<file path="src/rtl/mlc_pkg.sv">
// Shared types and constants of the load coalescer
package mlc_pkg;

  localparam int IO_ADDR_W  = 48;
  localparam int CFG_IDX_W  = 1;
  localparam int CFG_DATA_W = 5;
  localparam int OFF_W      = 4;
  localparam int MAXL_W     = 5;
  localparam int LIF_W      = 5;
  localparam int KIND_W     = 2;

  localparam logic [CFG_IDX_W-1:0] CFG_LINE_OFFSET = 1'd0;
  localparam logic [CFG_IDX_W-1:0] CFG_MAX_LINES   = 1'd1;

  localparam logic [OFF_W-1:0]  LINE_OFFSET_RESET = 4'd6;
  localparam logic [MAXL_W-1:0] MAX_LINES_RESET   = 5'd16;

  localparam logic CMD_TICK = 1'b0;
  localparam logic CMD_RESP = 1'b1;

  localparam logic [KIND_W-1:0] KIND_NONE  = 2'd0;
  localparam logic [KIND_W-1:0] KIND_ALU   = 2'd1;
  localparam logic [KIND_W-1:0] KIND_LOAD  = 2'd2;
  localparam logic [KIND_W-1:0] KIND_STORE = 2'd3;

  // controller to datapath commands
  typedef struct packed {
    logic load_in;
    logic exec;
    logic cfg_we;
  } dp_cmd_t;

endpackage

</file>
<file path="src/rtl/mlc_ctrl.sv">
// Controller: transaction handshake and evaluation sequencing
module mlc_ctrl
  import mlc_pkg::*;
(
  input  logic    clk,
  input  logic    rst,
  input  logic    in_valid,
  output logic    in_stall,
  output logic    out_valid,
  input  logic    out_stall,
  input  logic    cfg_valid,
  output logic    cfg_ready,
  output dp_cmd_t dp_cmd
);

  typedef enum logic [1:0] {
    S_IDLE,
    S_EXEC,
    S_OUT
  } state_t;

  state_t state;
  logic   accept;

  // a new transaction may enter in the cycle the held result leaves
  assign in_stall  = !((state == S_IDLE) || ((state == S_OUT) && !out_stall));
  assign accept    = in_valid && !in_stall;
  assign out_valid = (state == S_OUT);
  assign cfg_ready = 1'b1;

  assign dp_cmd.load_in = accept;
  assign dp_cmd.exec    = (state == S_EXEC);
  assign dp_cmd.cfg_we  = cfg_valid;

  always_ff @(posedge clk) begin
    if (rst) begin
      state <= S_IDLE;
    end else begin
      unique case (state)
        S_IDLE: begin
          if (accept) state <= S_EXEC;
        end
        S_EXEC: begin
          state <= S_OUT;
        end
        S_OUT: begin
          if (!out_stall) state <= accept ? S_EXEC : S_IDLE;
        end
        default: begin
          state <= S_IDLE;
        end
      endcase
    end
  end

endmodule

</file>
<file path="src/rtl/mlc_dp.sv">
// Datapath: miss table, pending slot, config registers and result register
module mlc_dp
  import mlc_pkg::*;
#(
  parameter int TABLE_DEPTH = 16,
  parameter int ADDR_BITS   = 48
) (
  input  logic                  clk,
  input  logic                  rst,
  input  dp_cmd_t               dp_cmd,
  input  logic [CFG_IDX_W-1:0]  cfg_index,
  input  logic [CFG_DATA_W-1:0] cfg_data,
  input  logic                  cmd,
  input  logic [KIND_W-1:0]     insn_kind,
  input  logic                  resp_is_load,
  input  logic [IO_ADDR_W-1:0]  addr,
  output logic                  insn_taken,
  output logic                  req_valid,
  output logic                  req_is_load,
  output logic [IO_ADDR_W-1:0]  req_addr,
  output logic                  stalled_now,
  output logic [LIF_W-1:0]      lines_in_flight,
  output logic                  resp_error
);

  localparam int CW   = $clog2(TABLE_DEPTH + 1);
  localparam int CMPW = (CW > MAXL_W) ? CW : MAXL_W;

  // configuration
  logic [OFF_W-1:0]  line_offset;
  logic [MAXL_W-1:0] max_lines;

  // captured transaction
  logic                 cmd_q;
  logic [KIND_W-1:0]    kind_q;
  logic                 resp_load_q;
  logic [ADDR_BITS-1:0] addr_q;

  // tracking state
  logic [ADDR_BITS-1:0]   line_table [TABLE_DEPTH];
  logic [TABLE_DEPTH-1:0] entry_valid;
  logic [CW-1:0]          line_count;
  logic                   stall_flag;
  logic                   pend_valid;
  logic                   pend_is_load;
  logic [ADDR_BITS-1:0]   pend_addr;

  // evaluation
  logic [ADDR_BITS-1:0]   line_mask;
  logic [ADDR_BITS-1:0]   key;
  logic [TABLE_DEPTH-1:0] match;
  logic [TABLE_DEPTH-1:0] free_oh;
  logic [TABLE_DEPTH-1:0] ins_oh;
  logic [CW-1:0]          freed;
  logic [CMPW-1:0]        limit;
  logic                   at_limit;
  logic                   present;

  logic [TABLE_DEPTH-1:0] entry_valid_next;
  logic [CW-1:0]          line_count_next;
  logic                   stall_flag_next;
  logic                   pend_valid_next;
  logic                   pend_is_load_next;
  logic [ADDR_BITS-1:0]   pend_addr_next;
  logic                   taken;
  logic                   sent;
  logic                   sent_load;
  logic [ADDR_BITS-1:0]   sent_addr;
  logic                   err;
  logic                   have;
  logic                   have_load;
  logic [ADDR_BITS-1:0]   have_addr;

  assign line_mask = {ADDR_BITS{1'b1}} << line_offset;
  assign key = ((cmd_q == CMD_TICK) && pend_valid) ? pend_addr : addr_q;

  // masked compare against every live entry in parallel
  always_comb begin
    for (int i = 0; i < TABLE_DEPTH; i++) begin
      match[i] = entry_valid[i] && (((line_table[i] ^ key) & line_mask) == '0);
    end
  end

  always_comb begin
    freed = '0;
    for (int i = 0; i < TABLE_DEPTH; i++) begin
      freed = freed + CW'(match[i]);
    end
  end

  assign present = |match;
  // lowest clear valid bit
  assign free_oh = ~entry_valid & (entry_valid + TABLE_DEPTH'(1));

  always_comb begin
    if (max_lines == '0) begin
      limit = CMPW'(1);
    end else if (CMPW'(max_lines) > CMPW'(TABLE_DEPTH)) begin
      limit = CMPW'(TABLE_DEPTH);
    end else begin
      limit = CMPW'(max_lines);
    end
  end
  assign at_limit = (CMPW'(line_count) >= limit);

  always_comb begin
    entry_valid_next  = entry_valid;
    line_count_next   = line_count;
    stall_flag_next   = stall_flag;
    pend_valid_next   = pend_valid;
    pend_is_load_next = pend_is_load;
    pend_addr_next    = pend_addr;
    ins_oh            = '0;
    taken             = 1'b0;
    sent              = 1'b0;
    sent_load         = 1'b0;
    sent_addr         = '0;
    err               = 1'b0;
    have              = 1'b0;
    have_load         = 1'b0;
    have_addr         = '0;

    if (cmd_q == CMD_RESP) begin
      if (resp_load_q) begin
        if (freed == '0) begin
          err = 1'b1;
        end else begin
          entry_valid_next = entry_valid & ~match;
          line_count_next  = (freed > line_count) ? '0 : line_count - freed;
          stall_flag_next  = 1'b0;
        end
      end
    end else if (!stall_flag) begin
      if (pend_valid) begin
        have      = 1'b1;
        have_load = pend_is_load;
        have_addr = pend_addr;
      end else if (kind_q != KIND_NONE) begin
        taken = 1'b1;
        if ((kind_q == KIND_LOAD) || (kind_q == KIND_STORE)) begin
          if (at_limit) begin
            pend_valid_next   = 1'b1;
            pend_is_load_next = (kind_q == KIND_LOAD);
            pend_addr_next    = addr_q;
            stall_flag_next   = 1'b1;
          end else begin
            have      = 1'b1;
            have_load = (kind_q == KIND_LOAD);
            have_addr = addr_q;
          end
        end
      end

      if (have) begin
        pend_valid_next = 1'b0;
        if (!have_load) begin
          sent      = 1'b1;
          sent_addr = have_addr;
        end else if (!present) begin
          if (!at_limit && (free_oh != '0)) begin
            ins_oh           = free_oh;
            entry_valid_next = entry_valid | free_oh;
            line_count_next  = line_count + CW'(1);
            sent             = 1'b1;
            sent_load        = 1'b1;
            sent_addr        = have_addr;
          end else begin
            // new line with no room: park it and stall again
            pend_valid_next   = 1'b1;
            pend_is_load_next = 1'b1;
            pend_addr_next    = have_addr;
            stall_flag_next   = 1'b1;
          end
        end
      end
    end
  end

  always_ff @(posedge clk) begin
    if (rst) begin
      line_offset  <= LINE_OFFSET_RESET;
      max_lines    <= MAX_LINES_RESET;
      entry_valid  <= '0;
      line_count   <= '0;
      stall_flag   <= 1'b0;
      pend_valid   <= 1'b0;
      pend_is_load <= 1'b0;
      pend_addr    <= '0;
    end else begin
      if (dp_cmd.cfg_we) begin
        unique case (cfg_index)
          CFG_LINE_OFFSET: line_offset <= cfg_data[OFF_W-1:0];
          CFG_MAX_LINES:   max_lines   <= cfg_data;
          default: ;
        endcase
      end
      if (dp_cmd.exec) begin
        entry_valid  <= entry_valid_next;
        line_count   <= line_count_next;
        stall_flag   <= stall_flag_next;
        pend_valid   <= pend_valid_next;
        pend_is_load <= pend_is_load_next;
        pend_addr    <= pend_addr_next;
      end
    end
  end

  always_ff @(posedge clk) begin
    if (dp_cmd.exec) begin
      for (int i = 0; i < TABLE_DEPTH; i++) begin
        if (ins_oh[i]) line_table[i] <= have_addr;
      end
    end
  end

  // input capture and result register
  always_ff @(posedge clk) begin
    if (dp_cmd.load_in) begin
      cmd_q       <= cmd;
      kind_q      <= insn_kind;
      resp_load_q <= resp_is_load;
      addr_q      <= ADDR_BITS'(addr);
    end
    if (dp_cmd.exec) begin
      insn_taken      <= taken;
      req_valid       <= sent;
      req_is_load     <= sent_load;
      req_addr        <= IO_ADDR_W'(sent_addr);
      stalled_now     <= stall_flag_next;
      lines_in_flight <= LIF_W'(line_count_next);
      resp_error      <= err;
    end
  end

endmodule

</file>
<file path="src/rtl/mshr_load_coalescer_stall.sv">
// Top level of the load coalescer: controller plus datapath
// Issue-side miss tracker. Each transaction is a tick (possibly offering an
// instruction) or a cache response, and yields exactly one result. A
// transaction is first captured into input registers, then its address is
// compared against all TABLE_DEPTH line entries in parallel and the table is
// updated; the result then sits in an output register, and the next transaction
// is taken in the same cycle that result is taken, so no new transaction enters
// before the last result leaves. Config writes are taken every cycle (cfg_ready is
// always high); write them only while no transaction is in flight.
module mshr_load_coalescer_stall
  import mlc_pkg::*;
#(
  parameter int TABLE_DEPTH = 16,
  parameter int ADDR_BITS   = 48
) (
  input  logic                  clk,
  input  logic                  rst,
  input  logic                  cfg_valid,
  output logic                  cfg_ready,
  input  logic [CFG_IDX_W-1:0]  cfg_index,
  input  logic [CFG_DATA_W-1:0] cfg_data,
  input  logic                  in_valid,
  output logic                  in_stall,
  input  logic                  cmd,
  input  logic [KIND_W-1:0]     insn_kind,
  input  logic                  resp_is_load,
  input  logic [IO_ADDR_W-1:0]  addr,
  output logic                  out_valid,
  input  logic                  out_stall,
  output logic                  insn_taken,
  output logic                  req_valid,
  output logic                  req_is_load,
  output logic [IO_ADDR_W-1:0]  req_addr,
  output logic                  stalled_now,
  output logic [LIF_W-1:0]      lines_in_flight,
  output logic                  resp_error
);

  dp_cmd_t dp_cmd;

  mlc_ctrl u_ctrl (
    .clk       (clk),
    .rst       (rst),
    .in_valid  (in_valid),
    .in_stall  (in_stall),
    .out_valid (out_valid),
    .out_stall (out_stall),
    .cfg_valid (cfg_valid),
    .cfg_ready (cfg_ready),
    .dp_cmd    (dp_cmd)
  );

  mlc_dp #(
    .TABLE_DEPTH (TABLE_DEPTH),
    .ADDR_BITS   (ADDR_BITS)
  ) u_dp (
    .clk             (clk),
    .rst             (rst),
    .dp_cmd          (dp_cmd),
    .cfg_index       (cfg_index),
    .cfg_data        (cfg_data),
    .cmd             (cmd),
    .insn_kind       (insn_kind),
    .resp_is_load    (resp_is_load),
    .addr            (addr),
    .insn_taken      (insn_taken),
    .req_valid       (req_valid),
    .req_is_load     (req_is_load),
    .req_addr        (req_addr),
    .stalled_now     (stalled_now),
    .lines_in_flight (lines_in_flight),
    .resp_error      (resp_error)
  );

endmodule

</file>
<file path="config.mk">
export PLATFORM = sky130hd
export DESIGN_NAME = mshr_load_coalescer_stall
export DESIGN_NICKNAME = d
export VERILOG_FILES = /design/src/rtl/mlc_pkg.sv /design/src/rtl/mlc_ctrl.sv /design/src/rtl/mlc_dp.sv /design/src/rtl/mshr_load_coalescer_stall.sv
export SDC_FILE = /design/constraint.sdc
export NUM_CORES = 2
export LEC_CHECK = 0
export BUFFER_PORTS_ARGS = -buffer_cell sky130_fd_sc_hd__buf_2
export CAP_MARGIN = 10
export CORE_MARGIN = 3
export CORE_UTILIZATION = 45
export CTS_CLUSTER_SIZE = 40
export DETAILED_ROUTE_END_ITERATION = 6
export SYNTH_ARGS = -nofsm -noshare
export SYNTH_HDL_FRONTEND = slang
export SYNTH_SLANG_ARGS = --single-unit
export TNS_END_PERCENT = 5
</file>
<file path="constraint.sdc">
create_clock -name clk -period 10.5 [get_ports clk]
set_input_delay 1.575 -clock clk [delete_from_list [all_inputs] [get_ports clk]]
set_output_delay 1.575 -clock clk [all_outputs]
set_load 0.03 [all_outputs]
</file>
### Word-level counts from Yosys, hierarchy flattened

Memories as Yosys holds them, arrays and structs flattened.
Index checks and enable logic that the tools add are counted.

* bits in registers: 193
* memory bits (writable): 768
* input bits: 63
* output and inout bits: 61
* word-level logic and storage cells: 351
* memories kept: 1

* add/sub/neg operators: 18
* order comparisons: 3
* equal/unequal tests: 10
* shift-type cells: 1
* multiplexer cells: 182
* bitwise logic cells: 42
* reductions and logical operators: 74

Memories
* u_dp.line_table: depth 16, width 48, read ports 16, clocked after memory_dff 0, wr ports 1, line mlc_dp.sv:40 `logic [ADDR_BITS-1:0] line_table [TABLE_DEPTH];`

Operators with widths (count)
* 48-bit two-way mux: 33
* 48-bit AND: 16
* 48-bit zero test: 16
* 48-bit bitwise XOR: 16
* 48-bit OR reduction: 15
* 16-bit two-way mux: 14
* 1-bit two-way mux: 106
* 5-bit by 1-bit adder with 5-bit output: 14
* 4-bit two-way mux: 15
* 5-bit two-way mux: 11
* 48-bit by 4-bit left shift with 48-bit output (first input constant): 1
* 16-bit AND: 2
* 16-bit inverter: 2
* 1-bit logical AND: 20
* 16-bit by 1-bit adder with 16-bit output (second input constant): 1
* 16-bit OR: 1
* 16-bit nonzero test: 1
* 16-bit OR reduction: 1
* 5-bit zero test: 2
* 2-bit AND reduction: 4
* 8-bit AND reduction: 1
* 2-bit nonzero test: 4
* 2-bit == test (second input constant): 3
* 2-bit by 1-bit inequality test with 1-bit output (second input constant): 3
* other kinds (17): 28

### Logic depth before layout (Yosys ltp)

* word-level depth: 33
* depth in mapped cells: 38
* depth with buffers taken out: 31

### Modules after synthesis

From an unflattened synthesis, not the netlist that was laid out.

* cell total of the unflattened synthesis: 4049
* area, all modules: 49573.8 µm²

By module, submodules not included
* mlc_dp: instances 1, cells each 4034, area each 49429.9 µm², seq. area each 27986.8 µm²
* mlc_ctrl: instances 1, cells each 15, area each 143.9 µm², seq. area each 40.0 µm²

### Worst setup path after synthesis

OpenSTA, ideal clock, no wires.

* kind: reg-to-reg
* start: register u_dp.cmd_q
* end: memory u_dp.line_table[11][0] (netlist: u_dp.line_table[1][144]), enable pin
* library setup time: 0.573 ns
* data arrival time: 8.526 ns
* data required time: 9.927 ns
* setup slack: 1.401 ns
* stages on the path, launching flop included: 26
* buffers on the path: 8
* clock period less this slack: 9.099 ns
* path through: edfxtp_1 > nand2b_4 > buf_12 > buf_6 > buf_6 > buf_6 > buf_6 > buf_4 > buf_6 > buf_4 > a21oi_1 > xor2_1 > nand4_1 > a2111oi_0 > nand3_1 > nor3_1 > nand4_1 > or2_2 > ha_1 > nand2_1 > o21bai_1 > a2111oi_2 > nand2_2 > nor4_4 > nand2_1 > nor4_1

* longest elaborated chain between the ends: 32
* elaborated cells on any way between the ends: 166
* those cells by class: mux: 84; bitwise: 33; reduce/logical: 49

Ends and longest elaborated chain
* start, declared: line mlc_dp.sv:34 `logic cmd_q;`
* start signal, assigned: line mlc_dp.sv:219 `cmd_q <= cmd;`
* 1-bit inverter: line mlc_dp.sv:75 `assign key = ((cmd_q == CMD_TICK) && pend_valid) ? pend_addr : addr_q;`
* 1-bit logical AND: line mlc_dp.sv:75
* 48-bit two-way mux: line mlc_dp.sv:75
* 48-bit bitwise XOR: line mlc_dp.sv:80 `match[i] = entry_valid[i] && (((line_table[i] ^ key) & line_mask) == '0);`
* 48-bit AND: line mlc_dp.sv:80
* 48-bit zero test: line mlc_dp.sv:80
* 1-bit logical AND: line mlc_dp.sv:80
* 16-bit OR reduction: line mlc_dp.sv:91 `assign present = |match;`
* (+2 left out)
* 16-bit two-way mux: line mlc_dp.sv:154 `if (have) begin`
* 16-bit two-way mux: line mlc_dp.sv:133 `end else if (!stall_flag) begin`
* 16-bit two-way mux *: line mlc_dp.sv:123 `if (cmd_q == CMD_RESP) begin`
* 1-bit two-way mux: line mlc_dp.sv:211 `if (ins_oh[i]) line_table[i] <= have_addr;`
* 1-bit two-way mux: line mlc_dp.sv:209 `if (dp_cmd.exec) begin`
* 1-bit two-way mux (not written as such): line mlc_dp.sv:211
* 48-bit OR reduction (no source line)
* 4-bit two-way mux (no source line) / 1-bit two-way mux (equally long branches) (15 in a row)
* end, declared: line mlc_dp.sv:40

Every way passes the cells marked *; elsewhere a longest branch is shown, timed or not.

### Worst setup path after layout

* start: register u_dp.cmd_q
* end: register u_dp.lines_in_flight[4], data pin

* longest elaborated chain between the ends: 27
* elaborated cells on any way between the ends: 94
* those cells by class: add/sub: 16; order compare: 1; mux: 9; bitwise: 33; reduce/logical: 35

Ends and longest elaborated chain
* 1-bit inverter: line mlc_dp.sv:75
* 1-bit logical AND: line mlc_dp.sv:75
* 48-bit two-way mux: line mlc_dp.sv:75
* 48-bit bitwise XOR: line mlc_dp.sv:80
* 48-bit AND: line mlc_dp.sv:80
* 48-bit zero test: line mlc_dp.sv:80
* 1-bit logical AND: line mlc_dp.sv:80
* 1-bit by 1-bit adder with 2-bit output: line mlc_dp.sv:87 `freed = freed + CW'(match[i]);`
* 5-bit by 1-bit adder with 5-bit output (14 in a row): line mlc_dp.sv:87
* 5-bit subtractor / 5-bit > comparator (equally long branches): line mlc_dp.sv:129 `line_count_next = (freed > line_count) ? '0 : line_count - freed;`
* 5-bit two-way mux: line mlc_dp.sv:129
* 5-bit two-way mux: line mlc_dp.sv:125 `if (freed == '0) begin`
* 5-bit two-way mux: line mlc_dp.sv:124 `if (resp_load_q) begin`
* 5-bit two-way mux *: line mlc_dp.sv:123
* via u_dp.line_count_next[4]: line mlc_dp.sv:60 `logic [CW-1:0] line_count_next;`
* end signal, assigned: line mlc_dp.sv:230 `lines_in_flight <= LIF_W'(line_count_next);`
* end, declared: line mlc_dp.sv:22 `output logic [LIF_W-1:0] lines_in_flight,`

The timed path passes the listed nets; every way through them passes the cells marked *.
A chain may end at the register's enable or synchronous reset.

==> metrics.csv <==
stage;metric;value;unit
sta;period_minus_slack;9.90;ns
place;post_dp_cell_area;53700;um2
finish;fin_util;52.1;%
die;io_pins;124;
yosys;synth_cell_type_count;96;
die;rows;121;
routing;routed_wl;249000;um
finish;drive_above_1_share;14.8;%
place;dp_hpwl;176000;um
worst_setup_path;cp_data_arrival_time;10.37;ns
clocking;cts_max_level;3;
place;io_buffers;122;
die;fp.dieW;340;um
sta;slew_violations;0;
clocking;cts_hold_buffers;0;
yosys;ys_top_cells_by_area;edfxtp_1, xnor2_1, xor2_1, dfxtp_1, a21oi_1;
worst_setup_path;cp-start-kind;register;
place;dp_slack;0.915;ns
yosys;ys_warn_count;0;
routing;wire_per_inst;41.6;um
worst_setup_path;critPathMostFrequentCell;fa_1;
yosys;synth_area_leader_cell;edfxtp_1;
grt;grt_pass1_wl;330000;um
finish;fin_nets;4507;
worst_setup_path;end_kind;register;
routing;drc_errors;3;
power_and_ir_drop;peakVddDrop;0.000134;V
sta;fin_ws;0.601;ns
grt;antenna_found_initial;22;
clocking;cts_resized;0;
yosys;synthesis.nets;4255;
run_status;violations;design-rule violations;
grt;grt_use_total;42.0;%
run;max-cap-violations;0;
worst_setup_path;critPathSlowestCell;mux2i_1;
die;fp.dieArea;115000;um2
worst_setup_path;cp_data_required_time;10.97;ns
die;die_h;340;um
grt;grt_pass1_vias;37763;
power_and_ir_drop;p_leak;18.9;nW
sta;tns;0;ns
sta;worst_pin_slew;1.36;ns
clocking;cts_tree;built;
yosys;synth.cell_area;50100;um2
grt;grt_max_degree;84;
sta;slew_headroom;8.50;%
yosys;ys_ff_latch;961;
clocking;cts_max_path_buffers;3;
hold_path;hp-class;reg -> reg;
sta;skew;0.0410;ns
sta;hold_violations;0;
finish;area_delta_synth_final;14.0;%
run_status;status;complete, but fails checks;
grt;grt-ovfl-total;0;
power_and_ir_drop;pwr_density_cell;157;nW/um2
worst_setup_path;worst-setup-path-type;reg -> reg;
sta;timing.final.crit_share;94.3;%
yosys;synthArstFlopShare;0;%
yosys;synth_edf_count;878;
worst_setup_path;cp_max_fo;35;
clocking;postCtsSetupBuffers;0;
sta;setup_viol;0;
die;start_util;45.7;%
clocking;clk_latency;0.73;ns
sta;fmax;0.101;GHz
routing;vias;41442;
clocking;clock_sinks;961;
clocking;cts_buffers;105;
yosys;synth_ff_type;edfxtp_1;
worst_setup_path;critical-path-max-stage-delay;0.97;ns
routing;initialDrtViolationCount;7871;
place;place_congestion;1.09;
sta;rsz0062_at_grt;false;
yosys;ys_seq_area_share;56.0;%
clocking;cts_root_buf;clkbuf_16;
routing;viasPerCell;6.92;
yosys;synth_top_area_share;52.7;%
yosys;synth_cells;4164;
routing;ant_nets;0;
clocking;path_clk_slew;0.06;ns
die;coreArea;110000;um2
routing;firstDrtPassIters;7;
finish;post-route-cell-area;57100;um2
yosys;postSynthAreaPerCell;12.0;um2
-- cell type report --
class	instances	area, um2
Tap cell	1476	1850
Timing Repair Buffer	397	2710
Multi-Input combinational cell	2771	20400
Clock buffer	146	2980
Antenna cell	10	25.0
Sequential cell	961	28000
Fill cell	9563	52500
Inverter	180	676
Clock inverter	52	420
-- per-layer routing --
metal | wire [um] | part of all wire [%] | vias to the layer above | track usage [%]
met3 | 36400 | 15 | 760 | 15.3
met4 | 18900 | 7.6 | 10 | 25.7
met5 | 92 | 0.037 | - | 0.0833
li1 | - | - | 16301 | -
met2 | 100000 | 40 | 3692 | 58.1
met1 | 93700 | 38 | 20679 | 55.9
-- placed cells by master, fill, tap and decap left out, types with 76 or more instances in the layout --
master | netlist | layout
a22oi_1 | 90 | 90
nor2b_1 | 118 | 117
nand2_1 | 117 | 116
clkbuf_16 | 0 | 111
a21oi_1 | 221 | 220
edfxtp_1 | 878 | 878
buf_2 | 44 | 122
a221oi_1 | 90 | 90
nor2_1 | 205 | 193
inv_1 | 159 | 158
xnor2_1 | 420 | 420
nor4_1 | 78 | 76
nand4_1 | 86 | 86
dfxtp_1 | 83 | 81
xor2_1 | 291 | 291
nor3_1 | 81 | 76
buf_4 | 17 | 272
-- per-stage QoR --
| stage | total power [mW] | instances | hold slack (ns) |
|---|---|---|---|
| floorplan | 4.76 | 4164 | 0.437 |
| global placement | 5.23 | 5784 | 0.451 |
| detailed placement | 5.23 | 5785 | 0.455 |
| CTS | 8.91 | 5983 | 0.463 |
| global route | 9.10 | 5983 | 0.497 |
| finish | 8.95 | 5993 | 0.463 |
-- final timing paths --
check / cells past startpoint / end / from / slack (ns)
setup / recovery: 30 / u_dp.lines_in_flight[4] / u_dp.cmd_q / 0.60
hold / removal: 2 / u_dp.max_lines[0] / u_dp.max_lines[0] / 0.46
setup reg to reg: 30 / u_dp.lines_in_flight[4] / u_dp.cmd_q / 0.60
hold reg to reg: 2 / u_dp.max_lines[0] / u_dp.max_lines[0] / 0.46
-- sequential cells by signal, indices dropped and copies added, names as in the netlist, 2 cells and up --
register and count:
u_dp.pend_addr 48, u_dp.addr_q 48, u_ctrl.state 2, u_dp.line_offset 4, u_dp.entry_valid 16, u_dp.req_addr 48, u_dp.lines_in_flight 5, u_dp.line_table 768
u_dp.max_lines 5, u_dp.line_count 5, u_dp.kind_q 2
-- Yosys cell counts, types with 16 or more instances --
master	n
edfxtp_1	878
xnor2_1	420
xor2_1	291
a21oi_1	221
nor2_1	205
inv_1	159
clkbuf_1	145
nor2b_1	118
nand2_1	117
a221oi_1	90
a22oi_1	90
nand4_1	86
dfxtp_1	83
nor3_1	81
nor4_1	78
nand2b_1	71
a2111oi_0	63
nand3_1	61
o21ai_0	61
a211oi_1	52
o22ai_1	52
o31ai_1	52
o21bai_1	49
mux2i_1	48
buf_2	44
a31oi_1	36
and2_1	26
buf_1	25
mux2i_2	25
o221ai_1	22
clkinv_1	20
or3_1	20
a222oi_1	18
buf_6	18
o2111ai_1	18
buf_4	17
ha_1	17
nand3b_1	16
o2bb2ai_1	16
-- critical path, delay by kind of cell (launching register included) --
kind	cells	cell delay (ns)
simple gates	8	2.71
flops	1	0.35
fa+ha+maj	9	3.74
compound gates	4	0.60
mux	1	0.97
xor+xnor	1	0.21
buf+inv	7	0.96
-- kinds of logic (layout without fill, tap and decap cells) --
logic type / Yosys count / count (layout) / synth area share, %
XOR/XNOR: 711 / 711 / 12.4
adder cells (fa/ha/maj): 30 / 30 / 0.905
AND/OR/NAND/NOR: 956 / 956 / 10.3
multiplexers: 91 / 91 / 2.30
flip-flops: 961 / 961 / 56.0
AO/OA/AOI/OAI: 982 / 982 / 14.2
buffers and inverters: 432 / 775 / 3.84
other: 1 / 11 / 0.00749
-- where the power goes --
part,internal (mW),total (mW),switching (mW)
registers,4.20,4.27,0.0611
clock network,2.12,3.74,1.62
logic,0.254,0.938,0.685
total,6.58,8.95,2.37
(Power assumes the default switching activity.)
